`src/hdl/tkc_pkg.sv`:
```
`default_nettype none

package tkc_pkg;

	localparam int MAX_RES = 4;

	// lexer modes
	localparam logic [2:0] M_IDLE  = 3'd0;
	localparam logic [2:0] M_SLASH = 3'd1;
	localparam logic [2:0] M_BLOCK = 3'd2;
	localparam logic [2:0] M_BSTAR = 3'd3;
	localparam logic [2:0] M_LINE  = 3'd4;
	localparam logic [2:0] M_WORD  = 3'd5;
	localparam logic [2:0] M_STR   = 3'd6;
	localparam logic [2:0] M_ESC   = 3'd7;

	// token kinds
	localparam logic [1:0] K_WORD = 2'd0;
	localparam logic [1:0] K_STR  = 2'd1;
	localparam logic [1:0] K_ONE  = 2'd2;

	// event codes
	localparam logic EV_CHAR = 1'b0;
	localparam logic EV_END  = 1'b1;

	// characters
	localparam logic [7:0] CH_NUL    = 8'h00;
	localparam logic [7:0] CH_TAB    = 8'h09;
	localparam logic [7:0] CH_LF     = 8'h0A;
	localparam logic [7:0] CH_CR     = 8'h0D;
	localparam logic [7:0] CH_SPACE  = 8'h20;
	localparam logic [7:0] CH_QUOTE  = 8'h22;
	localparam logic [7:0] CH_STAR   = 8'h2A;
	localparam logic [7:0] CH_SLASH  = 8'h2F;
	localparam logic [7:0] CH_BSLASH = 8'h5C;
	localparam logic [7:0] CH_N      = 8'h6E;
	localparam logic [7:0] CH_T      = 8'h74;

	typedef struct packed {
		logic        event_res;
		logic [7:0]  token_char;
		logic [1:0]  token_kind;
		logic [15:0] token_length;
	} tkc_res_t;

	typedef struct packed {
		tkc_res_t [MAX_RES-1:0] res;
		logic [2:0]             cnt;
	} tkc_bundle_t;

	function automatic tkc_res_t mk_char(input logic [7:0] ch, input logic [1:0] kind);
		tkc_res_t r;
		r.event_res    = EV_CHAR;
		r.token_char   = ch;
		r.token_kind   = kind;
		r.token_length = '0;
		return r;
	endfunction

	function automatic tkc_res_t mk_end(input logic [1:0] kind, input logic [15:0] len);
		tkc_res_t r;
		r.event_res    = EV_END;
		r.token_char   = '0;
		r.token_kind   = kind;
		r.token_length = len;
		return r;
	endfunction

	function automatic logic is_space(input logic [7:0] b);
		return b inside {CH_SPACE, CH_TAB, CH_LF, CH_CR};
	endfunction

endpackage

`default_nettype wire

```
`src/hdl/tkc_lexer.sv`:
```
`default_nettype none

module tkc_lexer import tkc_pkg::*; #(
	parameter logic [15:0] LEN_CAP = 16'hFFFF
) (
	input  wire logic         clk,
	input  wire logic         arst_n,
	input  wire logic [255:0] single_set,
	input  wire logic [7:0]   byte_s1,
	input  wire logic         load,
	output tkc_bundle_t       bundle
);

	logic [2:0]  mode_q;
	logic [15:0] len_q;
	logic [2:0]  mode_d;
	logic [15:0] len_d;

	always_comb begin
		logic [2:0]             m;
		logic [15:0]            l;
		logic [2:0]             n;
		tkc_res_t [MAX_RES-1:0] res;
		logic                   go;
		logic                   b_single;
		logic [7:0]             c;

		m        = mode_q;
		l        = len_q;
		n        = '0;
		res      = '0;
		go       = 1'b1;
		b_single = (byte_s1 != CH_NUL) && single_set[byte_s1];
		c        = byte_s1;

		// held slash resolves first; unless it opens a comment, the byte then runs through idle or word
		if (m == M_SLASH) begin
			if (byte_s1 == CH_STAR) begin
				m  = M_BLOCK;
				go = 1'b0;
			end else if (byte_s1 == CH_SLASH) begin
				m  = M_LINE;
				go = 1'b0;
			end else if (single_set[CH_SLASH]) begin
				res[0] = mk_char(CH_SLASH, K_ONE);
				res[1] = mk_end(K_ONE, 16'd1);
				n      = 3'd2;
				m      = M_IDLE;
			end else begin
				res[0] = mk_char(CH_SLASH, K_WORD);
				n      = 3'd1;
				l      = 16'd1;
				m      = M_WORD;
			end
		end

		if (go) begin
			case (m)
				M_IDLE: begin
					l = '0;
					if (byte_s1 == CH_NUL) begin
						m = M_IDLE;
					end else if (byte_s1 == CH_SLASH) begin
						m = M_SLASH;
					end else if (is_space(byte_s1)) begin
						m = M_IDLE;
					end else if (b_single) begin
						res[n[1:0]] = mk_char(byte_s1, K_ONE);
						n = n + 3'd1;
						res[n[1:0]] = mk_end(K_ONE, 16'd1);
						n = n + 3'd1;
						m = M_IDLE;
					end else if (byte_s1 == CH_QUOTE) begin
						m = M_STR;
					end else begin
						m = M_WORD;
						res[n[1:0]] = mk_char(byte_s1, K_WORD);
						n = n + 3'd1;
						if (l < LEN_CAP) l = l + 16'd1;
					end
				end
				M_WORD: begin
					if (byte_s1 == CH_NUL || is_space(byte_s1)) begin
						res[n[1:0]] = mk_end(K_WORD, l);
						n = n + 3'd1;
						l = '0;
						m = M_IDLE;
					end else if (b_single) begin
						res[n[1:0]] = mk_end(K_WORD, l);
						n = n + 3'd1;
						res[n[1:0]] = mk_char(byte_s1, K_ONE);
						n = n + 3'd1;
						res[n[1:0]] = mk_end(K_ONE, 16'd1);
						n = n + 3'd1;
						l = '0;
						m = M_IDLE;
					end else begin
						res[n[1:0]] = mk_char(byte_s1, K_WORD);
						n = n + 3'd1;
						if (l < LEN_CAP) l = l + 16'd1;
					end
				end
				M_BLOCK: begin
					if (byte_s1 == CH_NUL) m = M_IDLE;
					else if (byte_s1 == CH_STAR) m = M_BSTAR;
				end
				M_BSTAR: begin
					if (byte_s1 == CH_NUL || byte_s1 == CH_SLASH) m = M_IDLE;
					else if (byte_s1 != CH_STAR) m = M_BLOCK;
				end
				M_LINE: begin
					if (byte_s1 == CH_NUL || byte_s1 == CH_LF) m = M_IDLE;
				end
				M_STR: begin
					if (byte_s1 == CH_NUL || byte_s1 == CH_QUOTE) begin
						if (l != '0) begin
							res[n[1:0]] = mk_end(K_STR, l);
							n = n + 3'd1;
						end
						l = '0;
						m = M_IDLE;
					end else if (byte_s1 == CH_BSLASH) begin
						m = M_ESC;
					end else begin
						res[n[1:0]] = mk_char(byte_s1, K_STR);
						n = n + 3'd1;
						if (l < LEN_CAP) l = l + 16'd1;
					end
				end
				M_ESC: begin
					if (byte_s1 == CH_NUL) begin
						if (l != '0) begin
							res[n[1:0]] = mk_end(K_STR, l);
							n = n + 3'd1;
						end
						l = '0;
						m = M_IDLE;
					end else begin
						if (byte_s1 == CH_N) c = CH_LF;
						else if (byte_s1 == CH_T) c = CH_TAB;
						res[n[1:0]] = mk_char(c, K_STR);
						n = n + 3'd1;
						if (l < LEN_CAP) l = l + 16'd1;
						m = M_STR;
					end
				end
				default: begin
				end
			endcase
		end

		mode_d     = m;
		len_d      = l;
		bundle.res = res;
		bundle.cnt = n;
	end

	always_ff @(posedge clk or negedge arst_n) begin
		if (!arst_n) begin
			mode_q <= M_IDLE;
			len_q  <= '0;
		end else if (load) begin
			mode_q <= mode_d;
			len_q  <= len_d;
		end
	end

`ifndef SYNTHESIS
	a_len_cap: assert property (@(posedge clk) disable iff (!arst_n) len_q <= LEN_CAP)
		else $error("token length above cap");
	a_len_zero: assert property (@(posedge clk) disable iff (!arst_n)
		(mode_q == M_IDLE || mode_q == M_SLASH || mode_q == M_BLOCK ||
		 mode_q == M_BSTAR || mode_q == M_LINE) |-> len_q == '0)
		else $error("length left over outside a token");
	a_cnt_max: assert property (@(posedge clk) disable iff (!arst_n)
		load |-> bundle.cnt <= 3'd4)
		else $error("too many results for one byte");
`endif

endmodule

`default_nettype wire

```
`src/hdl/tkc_out.sv`:
```
`default_nettype none

module tkc_out import tkc_pkg::*; (
	input  wire logic        clk,
	input  wire logic        arst_n,
	input  wire logic        valid_s1,
	input  wire tkc_bundle_t bundle,
	output logic             load,
	output logic             m_tvalid,
	input  wire logic        m_tready,
	output logic [23:0]      m_tdata,  // token_char, token_length
	output logic [2:0]       m_tuser,  // event_res, token_kind
	output logic             m_tlast
);

	tkc_res_t [MAX_RES-1:0] slot_q;
	logic [2:0]             rem_q;
	logic [1:0]             rd_q;
	tkc_res_t               cur;
	logic                   free;

	assign free = (rem_q == 3'd0) || (rem_q == 3'd1 && m_tready);
	assign load = valid_s1 && free;

	always_ff @(posedge clk) begin
		if (load) slot_q <= bundle.res;
	end

	always_ff @(posedge clk or negedge arst_n) begin
		if (!arst_n) begin
			rem_q <= '0;
			rd_q  <= '0;
		end else if (load) begin
			rem_q <= bundle.cnt;
			rd_q  <= '0;
		end else if (m_tvalid && m_tready) begin
			rem_q <= rem_q - 3'd1;
			rd_q  <= rd_q + 2'd1;
		end
	end

	assign cur      = slot_q[rd_q];
	assign m_tvalid = rem_q != 3'd0;
	assign m_tdata  = {cur.token_length, cur.token_char};
	assign m_tuser  = {cur.token_kind, cur.event_res};
	assign m_tlast  = rem_q == 3'd1;

`ifndef SYNTHESIS
	a_rem_max: assert property (@(posedge clk) disable iff (!arst_n) rem_q <= 3'd4)
		else $error("result count overflow");
	a_rd_range: assert property (@(posedge clk) disable iff (!arst_n)
		(4'(rd_q) + 4'(rem_q)) <= 4'd4)
		else $error("read pointer past bundle");
	a_keep_going: assert property (@(posedge clk) disable iff (!arst_n)
		m_tvalid && m_tready && !m_tlast |=> m_tvalid)
		else $error("bundle dropped before its last result");
`endif

endmodule

`default_nettype wire

```
`src/hdl/text_tokenizer_with_comments.sv`:
```
// Text tokenizer with block/line comments and quoted strings.
// Input channel s_*: one text byte per item in s_tdata; byte zero ends the
// text and flushes any open token.
// Output channel m_*: one item per event. m_tuser[0] is 0 for a token
// character (m_tdata[7:0]) and 1 for end of token (m_tdata[23:8] length);
// m_tuser[2:1] is the token kind. m_tlast marks the final item caused by
// one input byte; a byte may cause zero to four items.
// cfg_*: writes the four 64-bit one-character token masks; write only
// while no byte is in flight.
// An accepted byte waits in the input register; its items are then loaded
// into the result register. Throughput: one byte per cycle while each byte
// gives at most one item and the receiver is ready; a byte with more items
// holds the single result register, draining one item per ready cycle.
// The input register keeps taking a byte while results wait; when the
// receiver stalls, results hold and s_tready drops once the input register
// is also full. Reset returns the lexer to idle between tokens, clears the
// masks and empties both registers.
`default_nettype none

module text_tokenizer_with_comments import tkc_pkg::*; #(
	parameter longint unsigned LENGTH_MAX = 65535
) (
	input  wire logic        clk,
	input  wire logic        arst_n,
	input  wire logic        cfg_wr_en,
	input  wire logic [1:0]  cfg_addr,
	input  wire logic [63:0] cfg_data,
	input  wire logic        s_tvalid,
	output logic             s_tready,
	input  wire logic [7:0]  s_tdata,  // text_byte
	output logic             m_tvalid,
	input  wire logic        m_tready,
	output logic [23:0]      m_tdata,  // token_char, token_length
	output logic [2:0]       m_tuser,  // event_res, token_kind
	output logic             m_tlast
);

	localparam logic [15:0] LEN_CAP =
		(LENGTH_MAX < 64'd65535) ? 16'(LENGTH_MAX) : 16'hFFFF;

	logic [3:0][63:0] set_q;
	logic [7:0]       byte_s1;
	logic             valid_s1;
	logic             load;
	tkc_bundle_t      bundle;

	always_ff @(posedge clk or negedge arst_n) begin
		if (!arst_n) begin
			set_q <= '0;
		end else if (cfg_wr_en) begin
			set_q[cfg_addr] <= cfg_data;
		end
	end

	assign s_tready = !valid_s1 || load;

	always_ff @(posedge clk) begin
		if (s_tvalid && s_tready) byte_s1 <= s_tdata;
	end

	always_ff @(posedge clk or negedge arst_n) begin
		if (!arst_n) begin
			valid_s1 <= 1'b0;
		end else if (s_tvalid && s_tready) begin
			valid_s1 <= 1'b1;
		end else if (load) begin
			valid_s1 <= 1'b0;
		end
	end

	tkc_lexer #(.LEN_CAP(LEN_CAP)) u_lexer (
		.clk        (clk),
		.arst_n     (arst_n),
		.single_set (set_q),
		.byte_s1    (byte_s1),
		.load       (load),
		.bundle     (bundle)
	);

	tkc_out u_out (
		.clk      (clk),
		.arst_n   (arst_n),
		.valid_s1 (valid_s1),
		.bundle   (bundle),
		.load     (load),
		.m_tvalid (m_tvalid),
		.m_tready (m_tready),
		.m_tdata  (m_tdata),
		.m_tuser  (m_tuser),
		.m_tlast  (m_tlast)
	);

endmodule

`default_nettype wire
```
`config.mk`:
```
export PLATFORM = sky130hd
export DESIGN_NAME = text_tokenizer_with_comments
export DESIGN_NICKNAME = d
export VERILOG_FILES = /design/src/hdl/tkc_pkg.sv /design/src/hdl/tkc_lexer.sv /design/src/hdl/tkc_out.sv /design/src/hdl/text_tokenizer_with_comments.sv
export SDC_FILE = /design/constraint.sdc
export NUM_CORES = 1
export LEC_CHECK = 0
export BUFFER_PORTS_ARGS = -buffer_cell sky130_fd_sc_hd__buf_4
export CAP_MARGIN = 20
export CORE_MARGIN = 2
export CORE_UTILIZATION = 45
export CTS_CLUSTER_SIZE = 14
export DETAILED_ROUTE_END_ITERATION = 8
export PLACE_DENSITY = 0.7
export SLEW_MARGIN = 20
export SYNTH_ARGS = -nofsm -noshare
export SYNTH_HDL_FRONTEND = slang
export SYNTH_SLANG_ARGS = --single-unit
```
`constraint.sdc`:
```
create_clock -name clk -period 12.2 [get_ports clk]
set_input_delay 0.61 -clock clk [delete_from_list [all_inputs] [get_ports clk]]
set_output_delay 0.61 -clock clk [all_outputs]
set_load 0.01 [all_outputs]
```
=== Yosys cells after proc, flatten, opt, wreduce, memory -nomap -nowiden ===
Cells that the tools add are included.
Widths: inputs -> output; s select.

* Output and inout bits: 30
* Input port bits: 79
* Logic and storage cells: 200
* Register bits: 397

* Muxes and demuxes: 107
* Eq/ne operators: 19
* Add/sub/neg operators: 6
* Reduce and logical (&&, ||, !) cells: 25
* Bitwise logic cells: 6
* $lt $le $gt $ge: 11

{| class="wikitable"
|+ Operators by type and width
! operator !! number
|-
| $mux 108 || 11
|-
| $bwmux 108 || 7
|-
| $pmux 108 s4 || 1
|-
| $bwmux 256 || 1
|-
| $mux 16 || 15
|-
| $mux 54 || 4
|-
| $and 96x96->96 || 2
|-
| $not 96->96 || 2
|-
| $demux 27 s2 || 3
|-
| $mux 27 || 5
|-
| $demux 64 s2 || 1
|-
| $mux 3 || 36
|-
| $mux 64 || 1
|-
| $pmux 16 s4 || 1
|-
| $bmux 27 s2 || 1
|-
| $mux 8 || 5
|-
| $eq 8x6->1 const B || 4
|-
| $eq 8x4->1 const B || 3
|-
| $eq 8x7->1 const B || 3
|-
| $or 12x12->12 || 2
|-
| $pmux 3 s7 || 1
|-
| $mux 18 || 1
|-
| $add 16x1->16 const B || 1
|-
| $lt 16x16->1 const B || 1
|-
| 24 further kinds || 62
|}

=== Longest topological paths before layout ===
* Depth after elaboration: 17
* Mapped depth: 17
* Gate-level depth less buffers: 13

=== Cells and area by module ===
Synthesis repeated with hierarchy kept, for this count alone.

* Cell total of the unflattened synthesis: 1590
* Area, all modules: 20455.9 µm²

{| class="wikitable"
|+ Modules (own cells, without submodules)
! module !! area an instance (µm²) !! cells each !! instances !! seq. area each (µm²)
|-
| text_tokenizer_with_comments || 10090.9 || 555 || 1 || 6671.4
|-
| tkc_lexer || 6167.2 || 862 || 1 || 475.5
|-
| tkc_out || 4197.8 || 173 || 1 || 3368.2
|}

=== Least setup slack after synthesis ===
Ideal clock, no wire load.

* Path type: reg2reg
* Start point: register u_out.rem_q[1]
* End point: register u_lexer.mode_q[1]
* Period minus slack after synthesis: 5613 ps
* Slack: 6587 ps
* Buffers on the path: 1
* Library setup time: 141 ps
* Required time: 12059 ps
* Data arrival time: 5471 ps
* Stages on the path, launching flop included: 12
* Cell sequence: dfrtp_1 -> inv_1 -> ha_1 -> nor2b_1 -> nand2_1 -> nand2_1 -> nand2_1 -> inv_1 -> clkbuf_1 -> o21ai_0 -> a211oi_1 -> a21oi_1

* Longest elaborated chain between the ends: 4
* Elaborated cells between the ends (all ways): 5
* Classes of those cells: eq/ne: 1; reduce/logical: 4

{| class="wikitable"
|+ RTL lines
! what !! RTL line !! text
|-
| start: declaration || tkc_out.sv:17 || <nowiki>logic [2:0] rem_q;</nowiki>
|-
| start signal: assignment || tkc_out.sv:34 || <nowiki>rem_q <= bundle.cnt;</nowiki>
|-
| start signal: assignment || tkc_out.sv:37 || <nowiki>rem_q <= rem_q - 3'd1;</nowiki>
|-
| $eq 3x1->1 || - ||
|-
| named net m_tlast || text_tokenizer_with_comments.sv:35 || <nowiki>output logic m_tlast</nowiki>
|-
| $logic_and 1x1->1 || tkc_out.sv:22 || <nowiki>assign free = (rem_q == 3'd0) || (rem_q == 3'd1 && m_tready);</nowiki>
|-
| $logic_or 1x1->1 || tkc_out.sv:22 ||
|-
| $logic_and 1x1->1 || tkc_out.sv:23 || <nowiki>assign load = valid_s1 && free;</nowiki>
|-
| named net load || text_tokenizer_with_comments.sv:44 || <nowiki>logic load;</nowiki>
|-
| end signal: assignment || tkc_lexer.sv:163 || <nowiki>mode_q <= mode_d;</nowiki>
|-
| end: declaration || tkc_lexer.sv:14 || <nowiki>logic [2:0] mode_q;</nowiki>
|}

The timed path passes the listed nets, and every way through them passes these cells.
A chain may end at the register's enable or synchronous reset.

=== Worst setup path in the final report ===
* Start point: register byte_s1[1]
* End point: register u_lexer.len_q[5]

* Longest elaborated chain between the ends: 10
* Elaborated cells between the ends (all ways): 42
* Classes of those cells: add/sub: 1; order compare: 1; eq/ne: 11; mux: 22; reduce/logical: 7

{| class="wikitable"
|+ RTL lines
! what !! RTL line !! text
|-
| start: declaration || text_tokenizer_with_comments.sv:42 || <nowiki>logic [7:0] byte_s1;</nowiki>
|-
| start signal: assignment || text_tokenizer_with_comments.sv:58 || <nowiki>if (s_tvalid && s_tready) byte_s1 <= s_tdata;</nowiki>
|-
| $eq 8x6->1 || tkc_lexer.sv:41, tkc_lexer.sv:63 ||
|-
| $mux 16 || tkc_lexer.sv:41 || <nowiki>end else if (byte_s1 == CH_SLASH) begin</nowiki>
|-
| $mux 16 || tkc_lexer.sv:38 || <nowiki>if (byte_s1 == CH_STAR) begin</nowiki>
|-
| $mux 16 || tkc_lexer.sv:37 || <nowiki>if (m == M_SLASH) begin</nowiki>
|-
| $add 16x1->16 or $lt 16x16->1 (tied branches) || tkc_lexer.sv:100, tkc_lexer.sv:127, tkc_lexer.sv:143 ||
|-
| $mux 16 || tkc_lexer.sv:100, tkc_lexer.sv:127, tkc_lexer.sv:143 ||
|-
| $mux 16 (on tied branches) || tkc_lexer.sv:122, tkc_lexer.sv:88 ||
|-
| $mux 16 (on tied branches) || tkc_lexer.sv:115, tkc_lexer.sv:83 ||
|-
| $pmux 16 s4 || tkc_lexer.sv:58 || <nowiki>case (m)</nowiki>
|-
| $mux 16 (*) || tkc_lexer.sv:57 || <nowiki>if (go) begin</nowiki>
|-
| end signal: assignment || tkc_lexer.sv:164 || <nowiki>len_q <= len_d;</nowiki>
|-
| end: declaration || tkc_lexer.sv:15 || <nowiki>logic [15:0] len_q;</nowiki>
|}

Every way passes the cells marked *; elsewhere a longest branch is shown, timed or not. The select of a mux whose other input is x is not followed.

==> run_results.csv <==
group,metric,value,unit
worst_setup_path,cp-end-kind,"flop",
synthesis,synth_area,20100,um2
clocking,numCtsBuffers,43,
power,p_clk_frac,0.268,
synthesis,synth_top_flop_cell,"dfrtp_1",
synthesis,ys_seq_area_frac,0.524,
clocking,cts-htree-levels,2,
worst_setup_path,r2r_slack,7.07,ns
timing,max_slew_margin,0.319,
clocking,clock_latency,0.59,ns
detailed_routing,drt-initial-drc-count,1334,
synthesis,synthTopCellsByArea,"dfrtp_1, edfxtp_1, mux2_2",
worst_hold_path,hold_class,"input pin to asynchronous set/reset pin",
grt,grt_max_degree,115,
power,power,4.84,mW
timing,finalHoldViolations,0,
worst_setup_path,critPathKind,"flop to flop",
detailed_routing,vias,13813,
status,status,"finished, final reports clean",
timing,fmax,0.195,GHz
timing,post-route-min-period,5.13,ns
synthesis,synthCells,1604,
power,p_switching,1.67,mW
die,die_area,46300,um2
detailed_routing,final_antenna_net_count,0,
worst_setup_path,arrival,5.58,ns
timing,worst_clock_skew,0.0333,ns
power,vdd_drop_max,0.129,mV
grt,grt_pass1_vias,13948,
worst_setup_path,worst-path-max-fanout,114,
power,p_int,3.18,mW
timing,drv_slew,0,
place,gp_congestion,0.926,
synthesis,ys_types,81,
place,io_buffers,108,
synthesis,synth-seq-cells,397,
clocking,post_cts_buffers,0,
power,p_seq_frac,0.393,
die,row_count,77,
power,pwr-share-comb,0.339,
detailed_routing,wl_per_cell,22.8,um
timing,finalCritPeriodShare,0.420,
final_layout,area_growth,13.3,%
synthesis,yosysWarnings,0,
timing,max_slew.worst_pin.slew,1.02,ns
detailed_routing,drt-pass1-iter-count,7,
final_layout,layout.nets,1764,
clocking,cts_hold_buf,0,
synthesis,synth_edf_count,116,
worst_setup_path,cp.required,12.65,ns
die,start_util,0.455,
detailed_routing,wirelength,52500,um
clocking,cts_sinks,397,
synthesis,yosys.area.top_type_share,0.350,
synthesis,synth_top_cell_by_area,"dfrtp_1",
clocking,cts-root-buf,"clkbuf_16",
clocking,clockBufferDepth,3,
grt,overflow,0,
grt,antenna_found_initial,1,
detailed_routing,via_per_inst,6.01,
synthesis,synth-async-reset-ratio,0.708,
final_layout,post-route-util,0.515,
clocking,cts_tree,"done",
die,die_height,215,um
timing,rsz0062_at_grt,"no",
grt,track_usage,0.228,
clocking,cts_resized,0,
detailed_routing,drc,0,
power,power_density,213,nW/um2
job,drv_cap,0,
power,swShare,0.344,
die,io_pins,109,
clocking,clkTransAtPathRegs,0.06,ns
power,p_leak,9.07,nW
timing,tns,0,ns
die,dieWidth,215,um
final_layout,drive_gt1_frac,0.318,
grt,grt_pass1_wl,82300,um
place,hpwl,35100,um
die,core,44100,um2
timing,setup_viol,0,
synthesis,synth.avg_cell_area,12.5,um2
worst_setup_path,critPathLaunchType,"flop",
synthesis,synth_nets,1697,
==> cell usage in the layout (no fill, tap or decap), drive strengths merged, types with 37 or more instances in the layout <==
master	n
a21oi	67
buf	129
clkbuf	69
dfrtp	281
edfxtp	116
mux2	258
mux2i	69
mux4	63
nand2	118
nand3	37
nor2	104
o21ai	61
==> through the flow <==
stage               hold WS, ns  worst slack [ns]  area (um2)  instances
finish                   0.0934              7.07       22700       2299
global route              0.169              6.68       22700       2299
CTS                       0.146              7.12       22700       2298
detailed placement        0.488              7.13       21300       2218
global placement          0.481              7.30       21300       2218
floorplan                 0.314              6.59       20100       1604
==> power by group through the flow <==
stage          Clock, mW  Combinational (mW)  Sequential, mW
2_1_floorplan          0                1.18            1.84
4_1_cts             1.32                1.64            1.90
6_report            1.30                1.64            1.90
3_5_place_dp           0                1.63            1.92
5_1_grt             1.37                1.77            1.94
3_3_place_gp           0                1.62            1.90
==> kinds of logic after synthesis <==
kind of cell	count (synthesis)	synth area share
AND/OR/NAND/NOR	401	0.0974
multiplexers	390	0.250
adder cells (fa/ha/maj)	14	0.00873
AO/OA/AOI/OAI	263	0.0873
XOR/XNOR	3	0.00131
flip-flops	397	0.524
buffers and inverters	136	0.0316
==> metal layers <==
metal | up-vias | global-route usage | share of wire
met4 | 0 | 0.0825 | 0.028
li1 | 6148 | - | -
met2 | 518 | 0.360 | 0.47
met3 | 93 | 0.0385 | 0.064
met1 | 7054 | 0.318 | 0.43
met5 | - | 0 | 0
==> layout make-up <==
class                   count  area (um2)
diodes                      1        2.50
clock buffers              69        1340
clock inverters            11         100
fillers                  3843       21400
inverters                  29         111
multi-input cells        1071        8940
flip-flops and latches    397       10500
well taps                 592         741
repair buffers            129         988
==> state kept, by name, summed over array words and instances, names as in the netlist <==
name / cells
u_lexer.mode_q: 3
set_q: 256
u_out.rd_q: 2
byte_s1: 8
u_lexer.len_q: 16
valid_s1: 1
u_out.rem_q: 3
u_out.slot_q: 108
==> worst max-delay path, cell delays in order (launching register included) <==
cell	delay, ns
edfxtp_1	0.37
buf_12	0.52
nand3_1	0.31
nor3_1	0.40
nand2b_1	0.37
nor2_4	0.12
inv_2	0.19
ha_1	0.77
or2_2	0.27
a21oi_1	0.19
a31oi_1	0.46
buf_4	0.28
nor2_1	0.21
and3_1	0.23
a221o_1	0.25
==> final timing paths <==
path	endpoint	start	cells after the start
worst min register to register	set_q[86]	set_q[86]	1
min in group clk	byte_s1[3]	s_tdata[3]	1
worst max-delay path	u_lexer.len_q[5]	byte_s1[1]	14
worst max register to register	u_lexer.len_q[5]	byte_s1[1]	14
worst min-delay path	set_q[49]	arst_n	1
max in group asynchronous	set_q[198]	arst_n	3
==> cell usage after synthesis, types with 4 or more instances <==
cell / instances
dfrtp_1: 281
mux2_2: 258
nand2_1: 117
edfxtp_1: 116
nor2_1: 103
mux2i_1: 69
a21oi_1: 66
clkbuf_1: 66
mux4_2: 63
o21ai_0: 57
nand3_1: 37
a22oi_1: 28
nor3_1: 27
inv_1: 25
buf_2: 21
nor3b_1: 19
a31oi_1: 17
and3_1: 17
and2_1: 15
ha_1: 14
or3_1: 12
nand2b_1: 10
o211ai_1: 10
o22ai_1: 10
nand4_1: 9
nor2b_1: 8
buf_4: 7
a211oi_1: 5
a221oi_1: 5
buf_1: 5
buf_6: 5
nand3b_1: 5
nor4_1: 5
o21a_1: 5
o221ai_1: 4
or2_2: 4
(Power assumes the default switching activity.)
